**config.mk**
```make
export PLATFORM = sky130hd
export DESIGN_NAME = priority_schedule_timing
export DESIGN_NICKNAME = d
export VERILOG_FILES = /design/src/sv/pst_pkg.sv /design/src/sv/priority_schedule_timing.sv
export VERILOG_INCLUDE_DIRS = /design/src /design/src/sv
export SDC_FILE = /design/constraint.sdc
export NUM_CORES = 1
export LEC_CHECK = 0
export BUFFER_PORTS_ARGS = -buffer_cell sky130_fd_sc_hd__buf_2
export CAP_MARGIN = 10
export CELL_PAD_IN_SITES_DETAIL_PLACEMENT = 0
export CELL_PAD_IN_SITES_GLOBAL_PLACEMENT = 2
export CORE_UTILIZATION = 41
export DETAILED_ROUTE_END_ITERATION = 7
export PLACE_DENSITY_LB_ADDON = 0.1
export SYNTH_ARGS = -nofsm -noshare
export SYNTH_HDL_FRONTEND = slang
export SYNTH_SLANG_ARGS = --single-unit
```
**constraint.sdc**
```tcl
create_clock -name clk -period 4.4 [get_ports clk]
set_input_delay 0.44 -clock clk [delete_from_list [all_inputs] [get_ports clk]]
set_output_delay 0.44 -clock clk [all_outputs]
set_load 0.02 [all_outputs]
```
**src/sv/priority_schedule_timing_macros.svh**
```systemverilog
// Assertion macros shared by the priority scheduler RTL.
`ifndef PRIORITY_SCHEDULE_TIMING_MACROS_SVH
`define PRIORITY_SCHEDULE_TIMING_MACROS_SVH

// Condition holds at every clock edge outside reset.
`define PST_ASSERT_HOLDS(label, cond, msg) \
    label: assert property (@(posedge clk) disable iff (!rst_n) (cond)) else $error(msg);

// Antecedent implies consequent in the same cycle.
`define PST_ASSERT_IMPLIES(label, ante, cons, msg) \
    label: assert property (@(posedge clk) disable iff (!rst_n) (ante) |-> (cons)) \
        else $error(msg);

// Antecedent implies consequent in the following cycle.
`define PST_ASSERT_NEXT(label, ante, cons, msg) \
    label: assert property (@(posedge clk) disable iff (!rst_n) (ante) |=> (cons)) \
        else $error(msg);

`endif

```
**src/sv/pst_pkg.sv**
```systemverilog
// Package for the priority scheduler: beat types, table entry type and constants.
`timescale 1ns / 1ps
`default_nettype none

package pst_pkg;

    // Default job table depth.
    localparam int MAX_JOBS_DEF = 16;

    // Fixed field widths.
    localparam int BURST_W = 16;
    localparam int PRIO_W  = 8;
    localparam int ID_W    = 4;
    localparam int TIME_W  = 20;
    localparam int AVG_W   = 28;
    localparam int FRAC_W  = 8;

    localparam logic [TIME_W-1:0] TIME_MAX = '1;
    localparam logic [AVG_W-1:0]  AVG_MAX  = '1;

    // One job beat on the input channel.
    typedef struct packed {
        logic [BURST_W-1:0] burst_time;
        logic [PRIO_W-1:0]  job_priority;
        logic               last_job;
    } job_beat_t;

    // One schedule beat on the result channel.
    typedef struct packed {
        logic [ID_W-1:0]    job_id;
        logic [PRIO_W-1:0]  out_priority;
        logic [BURST_W-1:0] out_burst;
        logic [TIME_W-1:0]  waiting_time;
        logic [TIME_W-1:0]  turnaround_time;
        logic [AVG_W-1:0]   avg_wait_q8;
        logic [AVG_W-1:0]   avg_turnaround_q8;
        logic               overflow;
        logic               last_result;
    } result_beat_t;

    // One job table entry.
    typedef struct packed {
        logic [PRIO_W-1:0]  prio;
        logic [BURST_W-1:0] burst;
    } job_entry_t;

endpackage

`default_nettype wire

```
**src/sv/priority_schedule_timing.sv**
```systemverilog
// Top level of the non-preemptive priority scheduler.
`timescale 1ns / 1ps
`default_nettype none

// Jobs of a batch are taken one per cycle into a job table memory of MAX_JOBS
// entries (one write port, one registered read port); jobs beyond MAX_JOBS are
// dropped and reported through the overflow bit. The beat with last_job set
// closes the batch. Scheduling then walks the table in run order, lowest
// priority value first and ties by arrival: each pick is a scan of the n stored
// jobs through the memory read port. A first pass of n picks sums the waiting
// and turnaround times, a shift-subtract divider then forms both averages at
// one quotient bit per cycle, and a second pass of n picks sends one result
// beat per job, each after its own scan and held until the result channel
// takes it. No job beat is taken while a batch is being scheduled.
`include "priority_schedule_timing_macros.svh"

module priority_schedule_timing #(
    parameter int MAX_JOBS = pst_pkg::MAX_JOBS_DEF
) (
    input  wire logic                 clk,
    input  wire logic                 rst_n,
    input  wire logic                 job_valid,
    output logic                      job_stall,
    input  wire pst_pkg::job_beat_t   job,
    output logic                      result_valid,
    input  wire logic                 result_stall,
    output pst_pkg::result_beat_t     result
);

    import pst_pkg::*;

    localparam int IDW  = (MAX_JOBS > 1) ? $clog2(MAX_JOBS) : 1;
    localparam int CW   = $clog2(MAX_JOBS + 1);
    localparam int FW   = BURST_W + CW;
    localparam int TW   = FW + CW;
    localparam int DW   = TW + FRAC_W;
    localparam int DCW  = $clog2(DW);
    localparam int KW   = PRIO_W + IDW;

    typedef enum logic [4:0] {
        ST_LOAD = 5'b00001,
        ST_SCAN = 5'b00010,
        ST_STEP = 5'b00100,
        ST_DIV  = 5'b01000,
        ST_EMIT = 5'b10000
    } state_t;

    // Job table memory.
    job_entry_t mem [MAX_JOBS];
    job_entry_t rd_data_reg;

    state_t           state_reg, state_next;
    logic [CW-1:0]    count_reg, count_next;
    logic             ovf_reg, ovf_next;
    logic             pass_reg, pass_next;
    logic [CW-1:0]    scan_addr_reg, scan_addr_next;
    logic             rd_pend_reg, rd_pend_next;
    logic [IDW-1:0]   rd_id_reg, rd_id_next;
    logic             have_cur_reg, have_cur_next;
    logic [KW-1:0]    cur_key_reg, cur_key_next;
    logic             have_best_reg, have_best_next;
    logic [KW-1:0]    best_key_reg, best_key_next;
    logic [BURST_W-1:0] best_burst_reg, best_burst_next;
    logic [CW-1:0]    sel_cnt_reg, sel_cnt_next;
    logic [FW-1:0]    finish_reg, finish_next;
    logic [TW-1:0]    wait_sum_reg, wait_sum_next;
    logic [TW-1:0]    tat_sum_reg, tat_sum_next;
    logic [DW-1:0]    div_dq_reg, div_dq_next;
    logic [CW-1:0]    div_rem_reg, div_rem_next;
    logic [DCW-1:0]   div_cnt_reg, div_cnt_next;
    logic             div_sel_reg, div_sel_next;
    logic [AVG_W-1:0] avg_w_reg, avg_w_next;
    logic [AVG_W-1:0] avg_t_reg, avg_t_next;
    result_beat_t     result_reg, result_next;

    logic             job_fire;
    logic             table_full;
    logic             rd_en;
    logic [IDW-1:0]   rd_addr;
    logic             wr_en;
    logic [IDW-1:0]   wr_addr;
    job_entry_t       wr_data;

    logic [KW-1:0]    cand_key;
    logic             cand_after;
    logic             cand_better;
    logic             sel_last;
    logic [FW-1:0]    fin_new;
    logic [TW-1:0]    wait_sum_new;
    logic [TW-1:0]    tat_sum_new;
    logic [FW+TIME_W-1:0] wait_ext;
    logic [FW+TIME_W-1:0] tat_ext;
    logic [TIME_W-1:0] wait_sat;
    logic [TIME_W-1:0] tat_sat;
    logic [CW:0]      rem_sh;
    logic             rem_ge;
    logic [CW:0]      rem_sub;
    logic [DW-1:0]    dq_new;
    logic [DW+AVG_W-1:0] quo_ext;
    logic [AVG_W-1:0] quo_sat;

    // Handshake and memory port controls.
    assign job_stall    = (state_reg != ST_LOAD);
    assign job_fire     = job_valid && !job_stall;
    assign table_full   = (count_reg == CW'(MAX_JOBS));
    assign wr_en        = job_fire && !table_full;
    assign wr_addr      = count_reg[IDW-1:0];
    assign wr_data      = '{prio: job.job_priority, burst: job.burst_time};
    assign rd_en        = (state_reg == ST_SCAN) && (scan_addr_reg != count_reg);
    assign rd_addr      = scan_addr_reg[IDW-1:0];
    assign result_valid = (state_reg == ST_EMIT);
    assign result       = result_reg;

    // Compare the returned entry against the last pick and the best so far.
    assign cand_key    = {rd_data_reg.prio, rd_id_reg};
    assign cand_after  = !have_cur_reg || (cand_key > cur_key_reg);
    assign cand_better = !have_best_reg || (cand_key < best_key_reg);

    // Advance the running completion time and the sums by one pick.
    assign sel_last     = ((sel_cnt_reg + CW'(1)) == count_reg);
    assign fin_new      = finish_reg + FW'(best_burst_reg);
    assign wait_sum_new = wait_sum_reg + TW'(finish_reg);
    assign tat_sum_new  = tat_sum_reg + TW'(fin_new);
    assign wait_ext     = (FW + TIME_W)'(finish_reg);
    assign tat_ext      = (FW + TIME_W)'(fin_new);
    assign wait_sat     = (wait_ext > (FW + TIME_W)'(TIME_MAX)) ? TIME_MAX
                                                                : TIME_W'(finish_reg);
    assign tat_sat      = (tat_ext > (FW + TIME_W)'(TIME_MAX)) ? TIME_MAX
                                                               : TIME_W'(fin_new);

    // One restoring divide step by the job count.
    assign rem_sh  = {div_rem_reg, div_dq_reg[DW-1]};
    assign rem_ge  = (rem_sh >= {1'b0, count_reg});
    assign rem_sub = rem_ge ? (rem_sh - {1'b0, count_reg}) : rem_sh;
    assign dq_new  = {div_dq_reg[DW-2:0], rem_ge};
    assign quo_ext = (DW + AVG_W)'(dq_new);
    assign quo_sat = (quo_ext > (DW + AVG_W)'(AVG_MAX)) ? AVG_MAX : AVG_W'(dq_new);

    // Next-state and datapath control.
    always_comb
    begin
        state_next      = state_reg;
        count_next      = count_reg;
        ovf_next        = ovf_reg;
        pass_next       = pass_reg;
        scan_addr_next  = scan_addr_reg;
        rd_pend_next    = 1'b0;
        rd_id_next      = rd_id_reg;
        have_cur_next   = have_cur_reg;
        cur_key_next    = cur_key_reg;
        have_best_next  = have_best_reg;
        best_key_next   = best_key_reg;
        best_burst_next = best_burst_reg;
        sel_cnt_next    = sel_cnt_reg;
        finish_next     = finish_reg;
        wait_sum_next   = wait_sum_reg;
        tat_sum_next    = tat_sum_reg;
        div_dq_next     = div_dq_reg;
        div_rem_next    = div_rem_reg;
        div_cnt_next    = div_cnt_reg;
        div_sel_next    = div_sel_reg;
        avg_w_next      = avg_w_reg;
        avg_t_next      = avg_t_reg;
        result_next     = result_reg;

        unique case (state_reg)
            ST_LOAD:
            begin
                // Store the job, or drop it when the table is full.
                if (job_fire)
                begin
                    if (table_full)
                        ovf_next = 1'b1;
                    else
                        count_next = count_reg + CW'(1);
                    if (job.last_job)
                    begin
                        state_next     = ST_SCAN;
                        pass_next      = 1'b0;
                        scan_addr_next = '0;
                        have_best_next = 1'b0;
                    end
                end
            end

            ST_SCAN:
            begin
                // Issue one read per cycle across the stored jobs.
                if (rd_en)
                begin
                    scan_addr_next = scan_addr_reg + CW'(1);
                    rd_pend_next   = 1'b1;
                    rd_id_next     = rd_addr;
                end
                // Keep the smallest key above the last pick.
                if (rd_pend_reg && cand_after && cand_better)
                begin
                    have_best_next  = 1'b1;
                    best_key_next   = cand_key;
                    best_burst_next = rd_data_reg.burst;
                end
                if (rd_pend_reg && !rd_en)
                    state_next = ST_STEP;
            end

            ST_STEP:
            begin
                // Commit the pick and advance the schedule clock.
                have_cur_next = 1'b1;
                cur_key_next  = best_key_reg;
                sel_cnt_next  = sel_cnt_reg + CW'(1);
                finish_next   = fin_new;
                if (!pass_reg)
                begin
                    wait_sum_next = wait_sum_new;
                    tat_sum_next  = tat_sum_new;
                    if (sel_last)
                    begin
                        state_next   = ST_DIV;
                        div_dq_next  = {wait_sum_new, FRAC_W'(0)};
                        div_rem_next = '0;
                        div_cnt_next = '0;
                        div_sel_next = 1'b0;
                    end
                    else
                    begin
                        state_next     = ST_SCAN;
                        scan_addr_next = '0;
                        have_best_next = 1'b0;
                    end
                end
                else
                begin
                    state_next                    = ST_EMIT;
                    result_next.job_id            = ID_W'(best_key_reg[IDW-1:0]);
                    result_next.out_priority      = best_key_reg[KW-1:IDW];
                    result_next.out_burst         = best_burst_reg;
                    result_next.waiting_time      = wait_sat;
                    result_next.turnaround_time   = tat_sat;
                    result_next.avg_wait_q8       = avg_w_reg;
                    result_next.avg_turnaround_q8 = avg_t_reg;
                    result_next.overflow          = ovf_reg;
                    result_next.last_result       = sel_last;
                end
            end

            ST_DIV:
            begin
                // Shift in one quotient bit per cycle.
                div_dq_next  = dq_new;
                div_rem_next = rem_sub[CW-1:0];
                div_cnt_next = div_cnt_reg + DCW'(1);
                if (div_cnt_reg == DCW'(DW - 1))
                begin
                    if (!div_sel_reg)
                    begin
                        avg_w_next   = quo_sat;
                        div_dq_next  = {tat_sum_reg, FRAC_W'(0)};
                        div_rem_next = '0;
                        div_cnt_next = '0;
                        div_sel_next = 1'b1;
                    end
                    else
                    begin
                        // Restart the walk for the result pass.
                        avg_t_next     = quo_sat;
                        state_next     = ST_SCAN;
                        pass_next      = 1'b1;
                        finish_next    = '0;
                        sel_cnt_next   = '0;
                        have_cur_next  = 1'b0;
                        scan_addr_next = '0;
                        have_best_next = 1'b0;
                    end
                end
            end

            ST_EMIT:
            begin
                // Hold the result beat until taken.
                if (!result_stall)
                begin
                    if (result_reg.last_result)
                    begin
                        state_next    = ST_LOAD;
                        count_next    = '0;
                        ovf_next      = 1'b0;
                        pass_next     = 1'b0;
                        finish_next   = '0;
                        wait_sum_next = '0;
                        tat_sum_next  = '0;
                        sel_cnt_next  = '0;
                        have_cur_next = 1'b0;
                    end
                    else
                    begin
                        state_next     = ST_SCAN;
                        scan_addr_next = '0;
                        have_best_next = 1'b0;
                    end
                end
            end

            default:
            begin
                state_next = ST_LOAD;
            end
        endcase
    end

    // Control registers.
    always_ff @(posedge clk or negedge rst_n)
    begin
        if (!rst_n)
        begin
            state_reg     <= ST_LOAD;
            count_reg     <= '0;
            ovf_reg       <= 1'b0;
            pass_reg      <= 1'b0;
            scan_addr_reg <= '0;
            rd_pend_reg   <= 1'b0;
            have_cur_reg  <= 1'b0;
            have_best_reg <= 1'b0;
            sel_cnt_reg   <= '0;
            finish_reg    <= '0;
            wait_sum_reg  <= '0;
            tat_sum_reg   <= '0;
            div_cnt_reg   <= '0;
            div_sel_reg   <= 1'b0;
        end
        else
        begin
            state_reg     <= state_next;
            count_reg     <= count_next;
            ovf_reg       <= ovf_next;
            pass_reg      <= pass_next;
            scan_addr_reg <= scan_addr_next;
            rd_pend_reg   <= rd_pend_next;
            have_cur_reg  <= have_cur_next;
            have_best_reg <= have_best_next;
            sel_cnt_reg   <= sel_cnt_next;
            finish_reg    <= finish_next;
            wait_sum_reg  <= wait_sum_next;
            tat_sum_reg   <= tat_sum_next;
            div_cnt_reg   <= div_cnt_next;
            div_sel_reg   <= div_sel_next;
        end
    end

    // Payload registers.
    always_ff @(posedge clk)
    begin
        rd_id_reg      <= rd_id_next;
        cur_key_reg    <= cur_key_next;
        best_key_reg   <= best_key_next;
        best_burst_reg <= best_burst_next;
        div_dq_reg     <= div_dq_next;
        div_rem_reg    <= div_rem_next;
        avg_w_reg      <= avg_w_next;
        avg_t_reg      <= avg_t_next;
        result_reg     <= result_next;
    end

    // Job table: one write port, one registered read port.
    always_ff @(posedge clk)
    begin
        if (wr_en)
            mem[wr_addr] <= wr_data;
        if (rd_en)
            rd_data_reg <= mem[rd_addr];
    end

    `PST_ASSERT_IMPLIES(a_no_rw_clash, rd_en, !wr_en, "table read and write in one cycle")
    `PST_ASSERT_HOLDS(a_count_cap, count_reg <= CW'(MAX_JOBS), "job count above table depth")
    `PST_ASSERT_IMPLIES(a_sel_bound, state_reg == ST_SCAN || state_reg == ST_STEP,
        sel_cnt_reg < count_reg, "pick count past batch size")
    `PST_ASSERT_IMPLIES(a_div_rem, state_reg == ST_DIV, div_rem_reg < count_reg,
        "divider remainder not below job count")
    `PST_ASSERT_NEXT(a_batch_clear, result_valid && !result_stall && result.last_result,
        state_reg == ST_LOAD && count_reg == '0 && !ovf_reg,
        "batch state not cleared after last beat")

endmodule

`default_nettype wire
```
### Word-level counts from Yosys, hierarchy flattened

Memory sizes are Yosys's and may differ from the RTL's. A register that Yosys moved wholly into a read port is not among the register bits.
Cells that the tools add are included.

| operators by class | value |
|---|---|
| add/sub/neg operators | 8 |
| $mul | 0 |
| div/mod/pow operators | 0 |
| magnitude comparators | 6 |
| eq/ne operators | 25 |
| shift-type cells | 0 |
| muxes and demuxes | 81 |
| bitwise gates (word level) | 1 |
| reduce and logical (&&, ||, !) cells | 34 |

Operators by type and width:

| operator | number |
|---|---|
| $mux W34 | 4 |
| $mux W5 | 25 |
| $mux W26 | 4 |
| $pmux W26 S2 | 2 |
| $mux W21 | 4 |
| $pmux W34 S2 | 1 |
| $pmux W21 S3 | 1 |
| $add A26 B21 Y26 | 2 |
| $pmux W5 S5 | 2 |
| $gt A21 B20 Y1 const B | 2 |
| $gt A34 B28 Y1 const B | 1 |
| $mux W28 | 1 |
| $mux W6 | 4 |
| $ne A2 B2 Y1 const B | 12 |
| $mux W1 | 22 |
| $add A21 B16 Y21 | 1 |
| $pmux W5 S2 | 2 |
| $reduce_and A10 Y1 | 2 |
| $add A5 B1 Y5 const B | 3 |
| $pmux W5 S3 | 1 |
| $reduce_and A5 Y1 | 3 |
| $gt A12 B12 Y1 | 1 |
| $lt A12 B12 Y1 | 1 |
| $pmux W6 S2 | 1 |
| other kinds (30) | 53 |

| storage, ports and cells | value |
|---|---|
| flip-flop bits (word level) | 370 |
| bits in latches | 0 |
| memory bits (writable) | 384 |
| memory bits (read-only) | 0 |
| input bits | 29 |
| output and inout port bits | 128 |
| word-level logic and storage cells | 187 |
| memories kept | 1 |

Memories:

| name | words | width | rd ports | clocked after Yosys merged registers in | wr ports | RTL line | source |
|---|---|---|---|---|---|---|---|
| mem | 16 | 24 | 1 | 1 | 1 | priority_schedule_timing.sv:49 | `job_entry_t mem [MAX_JOBS];` |

### Longest topological paths before layout

Gate-level depths: netlist of run 1.

| logic depth | value |
|---|---|
| depth in word-level cells | 6 |
| depth in mapped cells | 19 |
| depth with buffers taken out | 18 |

### Least setup slack after synthesis of run 1

No wires, ideal clock.

| timing path | value |
|---|---|
| path type | flip-flop to flip-flop |
| start | reg state_reg[3] |
| end | reg result_reg (netlist bit result[0]) (enable) |
| library setup time | 0.501 ns |
| data arrival time | 3.964 ns |
| data required time | 3.899 ns |
| path slack | -0.065 ns |
| stages on the path, launching flop included | 6 |
| buffers on the path | 1 |
| clock period less this slack | 4.465 ns |
| path through | dfrtp_1 -> buf_2 -> nor3_1 -> nand3_1 -> inv_2 -> and2_1 |

| between the ends | value |
|---|---|
| longest elaborated chain between the ends | 2 |

RTL lines:

| item | RTL line | source |
|---|---|---|
| start, declared | priority_schedule_timing.sv:52 | `state_t state_reg, state_next;` |
| start signal, assigned | priority_schedule_timing.sv:333 | `state_reg <= state_next;` |
| $eq A5 B3 Y1 | priority_schedule_timing.sv:166 | `unique case (state_reg)` |
| $reduce_and A2 Y1 (no line) | n/a |  |
| end signal, assigned | priority_schedule_timing.sv:361 | `result_reg <= result_next;` |
| end, declared | priority_schedule_timing.sv:74 | `result_beat_t result_reg, result_next;` |

Every way passes these cells.
A chain may end at the register's enable or synchronous reset.

### Worst setup path after layout of run 1

| timing path | value |
|---|---|
| start | reg best_burst_reg[0] |
| end | reg tat_sum_reg[23] |

| between the ends | value |
|---|---|
| longest elaborated chain between the ends | 4 |

RTL lines:

| item | RTL line | source |
|---|---|---|
| start, declared | priority_schedule_timing.sv:63 | `logic [BURST_W-1:0] best_burst_reg, best_burst_next;` |
| start signal, assigned | priority_schedule_timing.sv:356 | `best_burst_reg <= best_burst_next;` |
| $add A21 B16 Y21 | priority_schedule_timing.sv:121 | `assign fin_new = finish_reg + FW'(best_burst_reg);` |
| named net fin_new[18] | priority_schedule_timing.sv:88 | `logic [FW-1:0] fin_new;` |
| $add A26 B21 Y26 | priority_schedule_timing.sv:123 | `assign tat_sum_new = tat_sum_reg + TW'(fin_new);` |
| $mux W26 | priority_schedule_timing.sv:213 | `if (!pass_reg)` |
| $pmux W26 S2 | priority_schedule_timing.sv:166 |  |
| end signal, assigned | priority_schedule_timing.sv:344 | `tat_sum_reg <= tat_sum_next;` |
| end, declared | priority_schedule_timing.sv:67 | `logic [TW-1:0] tat_sum_reg, tat_sum_next;` |

The timed path passes the listed nets, and every way through them passes these cells. The select of a mux whose other input is x is not followed.

==> results of run 1 <==
==> through the flow <==
step                setup slack [ps]  area (sq um)  instances  utilization
finish                           179         38100       3359        0.483
global route                   -68.3         38100       3358        0.483
CTS                             42.4         37900       3351        0.481
detailed placement              28.4         35000       3192        0.444
global placement                76.4         35000       3192        0.444
floorplan                        445         32700       2007            -
==> report_power, final <==
part           internal, mW  switching (mW)  leakage, nW  total, mW
Sequential             7.97               0         6.97       7.97
Clock                  4.24            3.00         1.38       7.24
Combinational        0.0122          0.0684         4.75     0.0806
==> kinds of logic after synthesis <==
kind of cell	share of synthesized area
and+or+nand+nor	0.0668
xor gates and xnor gates	0.0231
adders and majority gates	0.0385
DFF	0.699
AOI/OAI and AO/OA	0.0675
muxes	0.0878
buffers and inverters	0.0173
==> cell usage after synthesis, drive strengths merged (13+ instances only) <==
| cell | number | area, sq um |
|---|---|---|
| nand2 | 120 | 450 |
| ha | 94 | 1180 |
| edfxtp | 673 | 20200 |
| mux4 | 120 | 2700 |
| dfrtp | 104 | 2600 |
| buf | 30 | 160 |
| nor2b | 26 | 163 |
| and3 | 13 | 87.6 |
| a21oi | 80 | 404 |
| and2 | 15 | 95.1 |
| clkbuf | 46 | 180 |
| xor2 | 33 | 289 |
| nand3 | 48 | 245 |
| nand2b | 25 | 156 |
| nor3 | 16 | 80.1 |
| inv | 60 | 225 |
| xnor2 | 48 | 420 |
| o21a | 15 | 113 |
| or2 | 51 | 319 |
| a22o | 19 | 166 |
| o21ai | 110 | 551 |
| a21o | 32 | 240 |
| nor2 | 85 | 319 |
| a211oi | 22 | 175 |
==> worst reg2reg max path, cell delays in order, from the launching register on <==
cell and delay, ps:
edfxtp_1 420, ha_4 190, fa_2 390, a211oi_4 260, o211ai_1 140, nand4_1 170
a211oi_4 100, a221o_2 470, and3_4 220, xor2_1 140, ha_1 310, and3_4 180
and2_1 120, o311ai_1 90, a21o_1 190, a31oi_1 190, buf_4 160, nand4_1 110
xor2_1 180, nor2_1 60
==> area by class of cell <==
type / instances / share of cell area
multi-input combinational: 1093 / 0.248
clock buffer: 102 / 0.0584
clock inverter: 56 / 0.0172
inverter: 60 / 0.00592
timing repair buffer: 219 / 0.0354
antenna: 1 / 0.0000657
tap: 1050 / 0.0345
sequential: 778 / 0.600
==> metal layers <==
layer / share of wire / up-vias / global-route usage / routed length [um]
li1: - / 8235 / - / -
met3: 0.030 / 136 / 0.0287 / 2390
met1: 0.42 / 9126 / 0.249 / 33400
met4: 0.030 / 8 / 0.0642 / 2390
met5: 0.00053 / - / 0 / 42
met2: 0.52 / 293 / 0.353 / 41500
==> how the worst min path moves through the flow <==
| stage | to | depth (start not counted) |
|---|---|---|
| 6_report | state_reg[4] | 3 |
| 5_1_grt | state_reg[4] | 3 |
| 4_1_cts | state_reg[4] | 3 |
| 3_5_place_dp | result[41] | 0 |
| 3_3_place_gp | result[4] | 0 |
| 2_1_floorplan | count_reg[0] | 0 |
==> what timing repair did <==
item,CTS,global route
setup endpoints to repair,1,6
hold buffers,1,0
resized for setup,1,17
pin swaps,0,11
buffers inserted,0,7
hold endpoints to repair,50,0
==> qor_table.md, run 1 <==
| Result | Reported |
| --- | --- |
| Effective utilization at floorplan | 0.414 |
| Fin Clk Skew | 30.7 ps |
| Die Outline Area | 0.0808 sq mm |
| Start-to-end type of the worst setup path | flop to flop |
| Leakage power | 13.1 nW |
| Area overhead of the layout relative to synthesis | 16.5% |
| Number of H-tree branching levels | 3 |
| Path depth of the worst reg2reg path | 19 |
| Die boundary height | 284 um |
| First drt pass iteration count | 5 |
| Critical-path cell with the highest stage delay | a221o_2 |
| Critical R2R Launch | best_burst_reg[0] |
| Horiz. Die Dim | 284 um |
| Sequential cell area | 0.0228 sq mm |
| Total standard cell area after synthesis | 0.0327 sq mm |
| Number of placed I/O pins | 157 |
| Number of flops mapped to enable cells by yosys | 673 |
| Gate family responsible for the most delay along the worst path | compound AO/OA/AOI/OAI gates |
| Total negative slack | 0 ps |
| Clock transition at the register clock pins on the worst setup and hold paths after CTS | 60 ps |
| Count of distinct cell types in the synthesized netlist | 76 |
| Detailed-placement wirelength estimate | 51000 um |
| VDD IR max | 321 uV |
| Max reg flops | 384 |
| Status | finished, final reports clean |
| Total length of routed wires | 79700 um |
| Post-synthesis average cell area | 16.3 sq um |
| Layout cells sized above 1 | 0.250 |
| Number of max-slew violations in the final report | 0 |
| Fill count | 6785 |
| Wire length of the first global-routing pass | 119000 um |
| Warnings from Yosys | 0 |
| Element type at the critical path end | flop |
| Flop and latch count out of synthesis | 778 |
| Number of global-route vias before repair | 18300 |
| Worst-case headroom to the max-slew limit | 0.398 |
| Number of input and output port buffers inserted | 156 |
| Number of instances in the synthesized netlist | 2007 |
| Unrepaired setup endpoints after global routing | yes |
| Total via count after detailed routing | 17800 |
| Root buf cell | clkbuf_16 |
| Pwr Density | 402 mW/mm^2 |
| Asr flop ratio synth | 0.135 |
| Count of endpoints failing setup in the final report | 0 |
| Primary FF master, synth | edfxtp_1 |
| Slew at the pin closest to its max-slew limit | 903 ps |
| Setup slack, reg-to-reg | 180 ps |
| Footprint of the multi-input gates | 0.00946 sq mm |
| Critical-path cell list | ha_4 > fa_2 > a211oi_4 > o211ai_1 > nand4_1 > a211oi_4 > a221o_2 > and3_4 > xor2_1 > ha_1 > and3_4 > and2_1 > o311ai_1 > a21o_1 > a31oi_1 > buf_4 > nand4_1 > xor2_1 > nor2_1 |
| Global-route congestion overflow total | 0 |
| Maximum number of pins on one net before global-route repair | 69 |
| Final Critical Period | 4220 ps |
| Required time of the worst setup path | 4890 ps |
| Global-route usage over all layers | 0.199 |
| Syn nets | 2134 |
| Number of buffers created by CTS | 86 |
| Core region area | 0.0789 sq mm |
| Stages on the worst setup path | 19 |
| MaxCap Viol Count | 0 |
| DRT antenna net count | 0 |
| Peak clock frequency supported by timing | 0.237 GHz |
| Routability-driven placement congestion ratio | 0.877 |
| Skew-Pair Late Insertion Delay | 650 ps |
| Hold path startpoint | result_stall |
| Commonest cells after routing, fill and taps aside | 673 x edfxtp_1, 155 x buf_2, 120 x mux4_2 |
| Worst setup SP type | flop |
| Bufs and invs on worst path | 1 |
| Net total in the final layout | 2365 |
| CP Launch Point | best_burst_reg[0] |
| Share of the yosys chip area belonging to registers | 0.699 |
| Violation count after the first detailed-routing iteration | 1100 |
| Std cell rows | 103 |
| Detail-routed net length per standard cell | 23.7 um |
| Number of remaining DRC errors | 0 |
| Clock sinks | 778 |
| Worst hold path type | input pin to flop |
| Worst EP arrival | 4710 ps |
| Largest stage delay, worst path | 470 ps |
| Minimum hold slack | 68.5 ps |
| Total design power | 15.3 mW |
| Longest Clk Path Bufs | 3 |
| Most frequent standard cell in the layout excluding fill and tap cells | edfxtp_1 |
| Hold violation count in the final report | 0 |
| Via-to-Cell Ratio | 5.30 |
| Reg2reg end | tat_sum_reg[23] |
| Last element of the critical path | tat_sum_reg[23] |
| Fraction of the cycle the final worst path needs | 0.959 |
| CTS tree | done |
| Maximum fanout along the worst path | 4 |
| Number of antenna violations at the first check in global routing | 8 |
(Power assumes the default switching activity.)
==> run 2, diff against run 1 <==
- CORE_ASPECT_RATIO: not set -> 0.5
==> qor_table.md, run 2 (synthesis results as in run 1) <==
| Result | Reported | Change |
| --- | --- | --- |
| Total via count after detailed routing | 17900 | +0.29% |
| Via-to-Cell Ratio | 5.36 | +1.2% |
| Number of remaining DRC errors | 0 | unchanged |
| Most frequent standard cell in the layout excluding fill and tap cells | edfxtp_1 |  |
| Die boundary height | 202 um | -29% |
| DRT antenna net count | 0 | unchanged |
| Maximum fanout along the worst path | 5 | +1 |
| Slew at the pin closest to its max-slew limit | 970 ps | +67.0 ps |
| Leakage power | 12.9 nW | -1.3% |
| Worst EP arrival | 4600 ps | -110 ps |
| Number of buffers created by CTS | 72 | -16% |
| Count of endpoints failing setup in the final report | 0 | unchanged |
| Root buf cell | clkbuf_16 |  |
| MaxCap Viol Count | 0 | unchanged |
| Skew-Pair Late Insertion Delay | 680 ps | +30 ps |
| Total length of routed wires | 77700 um | -2.6% |
| Sequential cell area | 0.0228 sq mm | unchanged |
| Horiz. Die Dim | 401 um | +41% |
| Path depth of the worst reg2reg path | 18 | -1 |
| Effective utilization at floorplan | 0.418 | +0.00406 |
| Number of placed I/O pins | 157 | unchanged |
| Footprint of the multi-input gates | 0.00943 sq mm | -0.26% |
| Clock transition at the register clock pins on the worst setup and hold paths after CTS | 60 ps | about the same |
| Number of H-tree branching levels | 3 | unchanged |
| Longest Clk Path Bufs | 3 | unchanged |
| Detail-routed net length per standard cell | 23.3 um | -1.7% |
| Number of global-route vias before repair | 18200 | -0.86% |
| Hold violation count in the final report | 0 | unchanged |
| Element type at the critical path end | flop |  |
| Std cell rows | 72 | -30% |
| VDD IR max | 372 uV | +16% |
| Number of max-slew violations in the final report | 0 | unchanged |
| Final worst setup slack | 328 ps | +149 ps |
| Area overhead of the layout relative to synthesis | 15.2% |  |
| Global-route congestion overflow total | 0 | unchanged |
| Maximum number of pins on one net before global-route repair | 62 | -10% |
| Number of input and output port buffers inserted | 156 | unchanged |
| Peak clock frequency supported by timing | 0.246 GHz | +3.7% |
| Violation count after the first detailed-routing iteration | 1358 | +23% |
| Setup WS pre-CTS | 69.8 ps | +41.3 ps |
| Required time of the worst setup path | 4930 ps | +40 ps |
| Pwr Density | 387 mW/mm^2 | -3.7% |
| Worst setup SP type | flop |  |
| Fill count | 6657 | -1.9% |
| Worst hold path type | input pin to flop |  |
| Unrepaired setup endpoints after global routing | no |  |
| First drt pass iteration count | 5 | unchanged |
| Global-route usage over all layers | 0.196 | -0.00264 |
| Minimum hold slack | 55.2 ps | -13.3 ps |
| Routability-driven placement congestion ratio | 0.817 | -6.9% |
| Start-to-end type of the worst setup path | flop to flop |  |
| Detailed-placement wirelength estimate | 49000 um | -4.0% |
| CTS tree | done |  |
| Fin Clk Skew | 28.6 ps | -2.12 ps |
| Worst-case headroom to the max-slew limit | 0.354 | -0.0447 |
| Hold depth | 4 | +1 |
| Wire length of the first global-routing pass | 117000 um | -1.0% |
| Status | finished, final reports clean |  |
| Final Critical Period | 4070 ps | -149 ps |
| Total negative slack | 0 ps | unchanged |
| Setup slack, reg-to-reg | 330 ps | +150 ps |
| Clock sinks | 778 | unchanged |
| Layout cells sized above 1 | 0.246 | -0.00426 |
| Net total in the final layout | 2360 | -0.21% |
| Number of antenna violations at the first check in global routing | 5 | -3 |
| Max reg flops | 384 | unchanged |
| Die Outline Area | 0.0809 sq mm | about the same |
| Fraction of the cycle the final worst path needs | 0.925 | -0.0338 |
| Commonest cells after routing, fill and taps aside | 673 x edfxtp_1, 155 x buf_2, 120 x mux4_2 |  |
| Core region area | 0.0781 sq mm | -0.97% |
run 2: cell count changes in the layout (fill, tap and decap cells not counted), sizes merged:
cell,previous run,this run
clkinv,37,28
clkinvlp,4,1
bufinv,10,9
inv,65,62
buf,218,227
clkbuf,102,92
diode,1,2
run 2: area by class of cell:
| cell class | instances | share of cell area |
|---|---|---|
| diodes | 2 | 0.000133 |
| inverters | 60 | 0.00598 |
| repair buffers | 228 | 0.0372 |
| clock inverters | 40 | 0.0138 |
| flip-flops and latches | 778 | 0.607 |
| multi-input cells | 1093 | 0.251 |
| well taps | 1036 | 0.0344 |
| clock buffers | 92 | 0.0510 |
run 2: power breakdown:
group	internal (mW)	switching, mW
registers	7.97	0
logic	0.0115	0.0680
clock network	3.66	2.86
run 2: worst max-delay path: stages (launching register included):
cell and delay, ps:
edfxtp_1 400, ha_2 230, fa_2 380, a211oi_2 270, o211ai_1 150, nand4_1 140
a211oi_2 110, a221o_2 470, and3_4 220, xor2_1 140, ha_1 300, and3_4 200
and2_1 120, o311ai_1 80, a21o_1 210, a31oi_4 170, nand4_1 130, xor2_1 150
nor2_1 50
run 2: metal layers:
metal / track usage / share of wire / vias up
met3: 0.0409 / 0.045 / 106
met1: 0.286 / 0.48 / 9161
met4: 0.0452 / 0.019 / 0
met5: 0 / 0 / -
li1: - / - / 8235
met2: 0.302 / 0.46 / 348
run 2: stage by stage:
| step | power [mW] | cell area (sq um) | utilization | instances |
|---|---|---|---|---|
| after detailed placement | 8.20 | 35100 | 0.450 | 3193 |
| after global routing | 15.0 | 37600 | 0.482 | 3328 |
| final | 14.6 | 37600 | 0.482 | 3329 |
| after global placement | 8.20 | 35100 | 0.450 | 3193 |
| after floorplan | 8.13 | 32700 | - | 2007 |
| after CTS | 14.7 | 37600 | 0.481 | 3326 |
run 2: final timing paths:
check | startpoint | endpoint
worst max-delay path | best_burst_reg[0] | tat_sum_reg[23]
worst min-delay path | job[0] | state_reg[0]
worst max register to register | best_burst_reg[0] | tat_sum_reg[23]
worst min register to register | avg_w_reg[10] | result[40]
max in group asynchronous | rst_n | div_cnt_reg[2]
min in group asynchronous | rst_n | have_best_reg
run 2: timing repair:
action | 4_1_cts | 5_1_grt
setup buffers | 0 | 1
hold buffers | 1 | 0
endpoints found under the setup margin | 0 | 6
endpoints found under the hold margin | 59 | 0
gates resized for setup | 0 | 11
==> run 3, diff against run 2 <==
- CORE_UTILIZATION: 41 -> 43
- CTS_BUF_LIST: not set -> sky130_fd_sc_hd__clkbuf_8
==> qor_table.md, run 3 (synthesis results as in run 1) <==
| Result | Reported | Change |
| --- | --- | --- |
| Skew-Pair Late Insertion Delay | 790 ps | +110 ps |
| Clock transition at the register clock pins on the worst setup and hold paths after CTS | 70 ps | about the same |
| Number of antenna violations at the first check in global routing | 4 | -1 |
| Leakage power | 13.0 nW | +0.85% |
| Effective utilization at floorplan | 0.435 | +0.0164 |
| VDD IR max | 219 uV | -41% |
| Detailed-placement wirelength estimate | 47300 um | -3.5% |
| Total design power | 13.7 mW | -6.0% |
| Element type at the critical path end | flop |  |
| Start-to-end type of the worst setup path | flop to flop |  |
| Slew at the pin closest to its max-slew limit | 937 ps | -32.3 ps |
| Finished Layout Cells | 3403 | +2.2% |
| Global-route congestion overflow total | 0 | unchanged |
| Fin Clk Skew | 45.4 ps | +16.8 ps |
| Number of max-slew violations in the final report | 0 | unchanged |
| Met1 routed wirelength after detailed routing | 35900 um | -2.6% |
| Number of global-route vias before repair | 18100 | -0.39% |
| Required time of the worst setup path | 5060 ps | +130 ps |
| Root buf cell | clkbuf_8 |  |
| Std cell rows | 71 | -1.4% |
| N_diodes | 0 | -2 |
| Setup slack, reg-to-reg | 310 ps | -20 ps |
| Status | finished, final reports clean |  |
| Horiz. Die Dim | 392 um | -2.3% |
| Peak clock frequency supported by timing | 0.245 GHz | -0.37% |
| Final Critical Period | 4090 ps | +15.3 ps |
| Number of placed I/O pins | 157 | unchanged |
| Number of cells after detailed placement | 3171 | -0.69% |
| Number of input and output port buffers inserted | 156 | unchanged |
| Count of endpoints failing setup in the final report | 0 | unchanged |
| Net total in the final layout | 2416 | +2.4% |
| Worst hold path type | input pin to async pin |  |
| Core Util, Final | 0.499 | +0.0170 |
| Number of H-tree branching levels | 3 | unchanged |
| Number of remaining DRC errors | 0 | unchanged |
| Worst setup SP type | flop |  |
| Wire length of the first global-routing pass | 115000 um | -2.2% |
| Clock sinks | 778 | unchanged |
| Area overhead of the layout relative to synthesis | 14.8% |  |
| Die Outline Area | 0.0771 sq mm | -4.6% |
| Minimum hold slack | 244 ps | +189 ps |
| Fraction of the cycle the final worst path needs | 0.929 | +0.00347 |
| Path depth of the worst reg2reg path | 18 | unchanged |
| Total negative slack | 0 ps | unchanged |
| Via-to-Cell Ratio | 5.22 | -2.7% |
| Met3 routed wirelength | 3240 um | -6.4% |
| Detail-routed net length per standard cell | 22.2 um | -4.8% |
| DRT antenna net count | 0 | unchanged |
| Critical R2R Launch | best_burst_reg[0] |  |
| Layout cells sized above 1 | 0.248 | +0.00247 |
| Most frequent standard cell in the layout excluding fill and tap cells | edfxtp_1 |  |
| Die boundary height | 197 um | -2.3% |
| Maximum number of pins on one net before global-route repair | 67 | +8.1% |
| Total length of routed wires | 75600 um | -2.7% |
| Commonest cells after routing, fill and taps aside | 673 x edfxtp_1, 155 x buf_2, 120 x mux4_2 |  |
| Worst-case headroom to the max-slew limit | 0.375 | +0.0215 |
| Global-route usage over all layers | 0.202 | +0.00544 |
| Top Layer Used | met5 |  |
| Length of routed met2 wiring | 35300 um | -1.5% |
| Routability-driven placement congestion ratio | 0.790 | -3.3% |
| Unrepaired setup endpoints after global routing | no |  |
| First drt pass iteration count | 5 | unchanged |
| CTS tree | done |  |
| MaxCap Viol Count | 0 | unchanged |
| Core region area | 0.0752 sq mm | -3.8% |
| Number of buffers created by CTS | 109 | +51% |
| Longest Clk Path Bufs | 3 | unchanged |
| Total via count after detailed routing | 17800 | -0.53% |
| Pwr Density | 365 mW/mm^2 | -5.6% |
| Maximum fanout along the worst path | 5 | unchanged |
| Hold violation count in the final report | 0 | unchanged |
| Max reg flops | 384 | unchanged |
| Worst EP arrival | 4750 ps | +150 ps |
| Violation count after the first detailed-routing iteration | 1169 | -14% |
| Reg2reg end | tat_sum_reg[25] |  |
run 3: power breakdown:
group	switching (mW)	internal, mW	total, mW	leakage (nW)
Combinational	0.0713	0.0272	0.0985	4.86
Sequential	0	7.97	7.97	6.97
Clock	2.84	2.79	5.63	1.21
Total	2.91	10.8	13.7	13.0
run 3: layout make-up:
| cell class | count | area [sq um] |
|---|---|---|
| clock buffer | 111 | 1530 |
| fill | 6466 | 37700 |
| inverter | 60 | 225 |
| multi-input combinational | 1093 | 9420 |
| clock inverter | 92 | 603 |
| sequential | 778 | 22800 |
| timing repair buffer | 247 | 1600 |
| tap | 1022 | 1280 |
run 3: routing by layer:
layer | global-route usage | vias to the layer above
met5 | 0 | -
met4 | 0.0475 | 2
met3 | 0.0362 | 94
met2 | 0.318 | 327
met1 | 0.292 | 8986
li1 | - | 8347
run 3: how the worst max path moves through the flow:
stage	from	to	cells after the start
floorplan	best_burst_reg[0]	tat_sum_reg[23]	19
global placement	best_burst_reg[0]	tat_sum_reg[23]	18
detailed placement	best_burst_reg[0]	tat_sum_reg[23]	18
CTS	best_burst_reg[0]	tat_sum_reg[25]	18
global route	best_burst_reg[0]	tat_sum_reg[21]	18
finish	best_burst_reg[0]	tat_sum_reg[25]	18
run 3: worst max-delay path, stage by stage (launching register included):
cell      delay [ps]
edfxtp_1         400
ha_2             230
fa_2             370
a211oi_2         280
o211ai_1         140
nand4_1          140
a211oi_2         100
a221o_2          470
and3_4           230
xor2_1           140
ha_1             300
and3_1           200
and2_1           130
o311ai_0         120
a21o_1           220
a31oi_4          170
nand3_1          120
xor2_1           160
nor2_1            50
run 3: stage by stage:
| step | instance area (sq um) | worst slack, ps |
|---|---|---|
| detailed placement | 35000 | 80.6 |
| global route | 37500 | 29.0 |
| CTS | 37400 | 96.0 |
| floorplan | 32700 | 445 |
| global placement | 35000 | 138 |
| finish | 37500 | 313 |
run 3: repair_timing:
action | 4_1_cts | 5_1_grt
hold buffers | 28 | 0
setup endpoints to repair | 0 | 6
gates resized for setup | 0 | 9
setup buffers | 0 | 1
hold endpoints to repair | 432 | 0
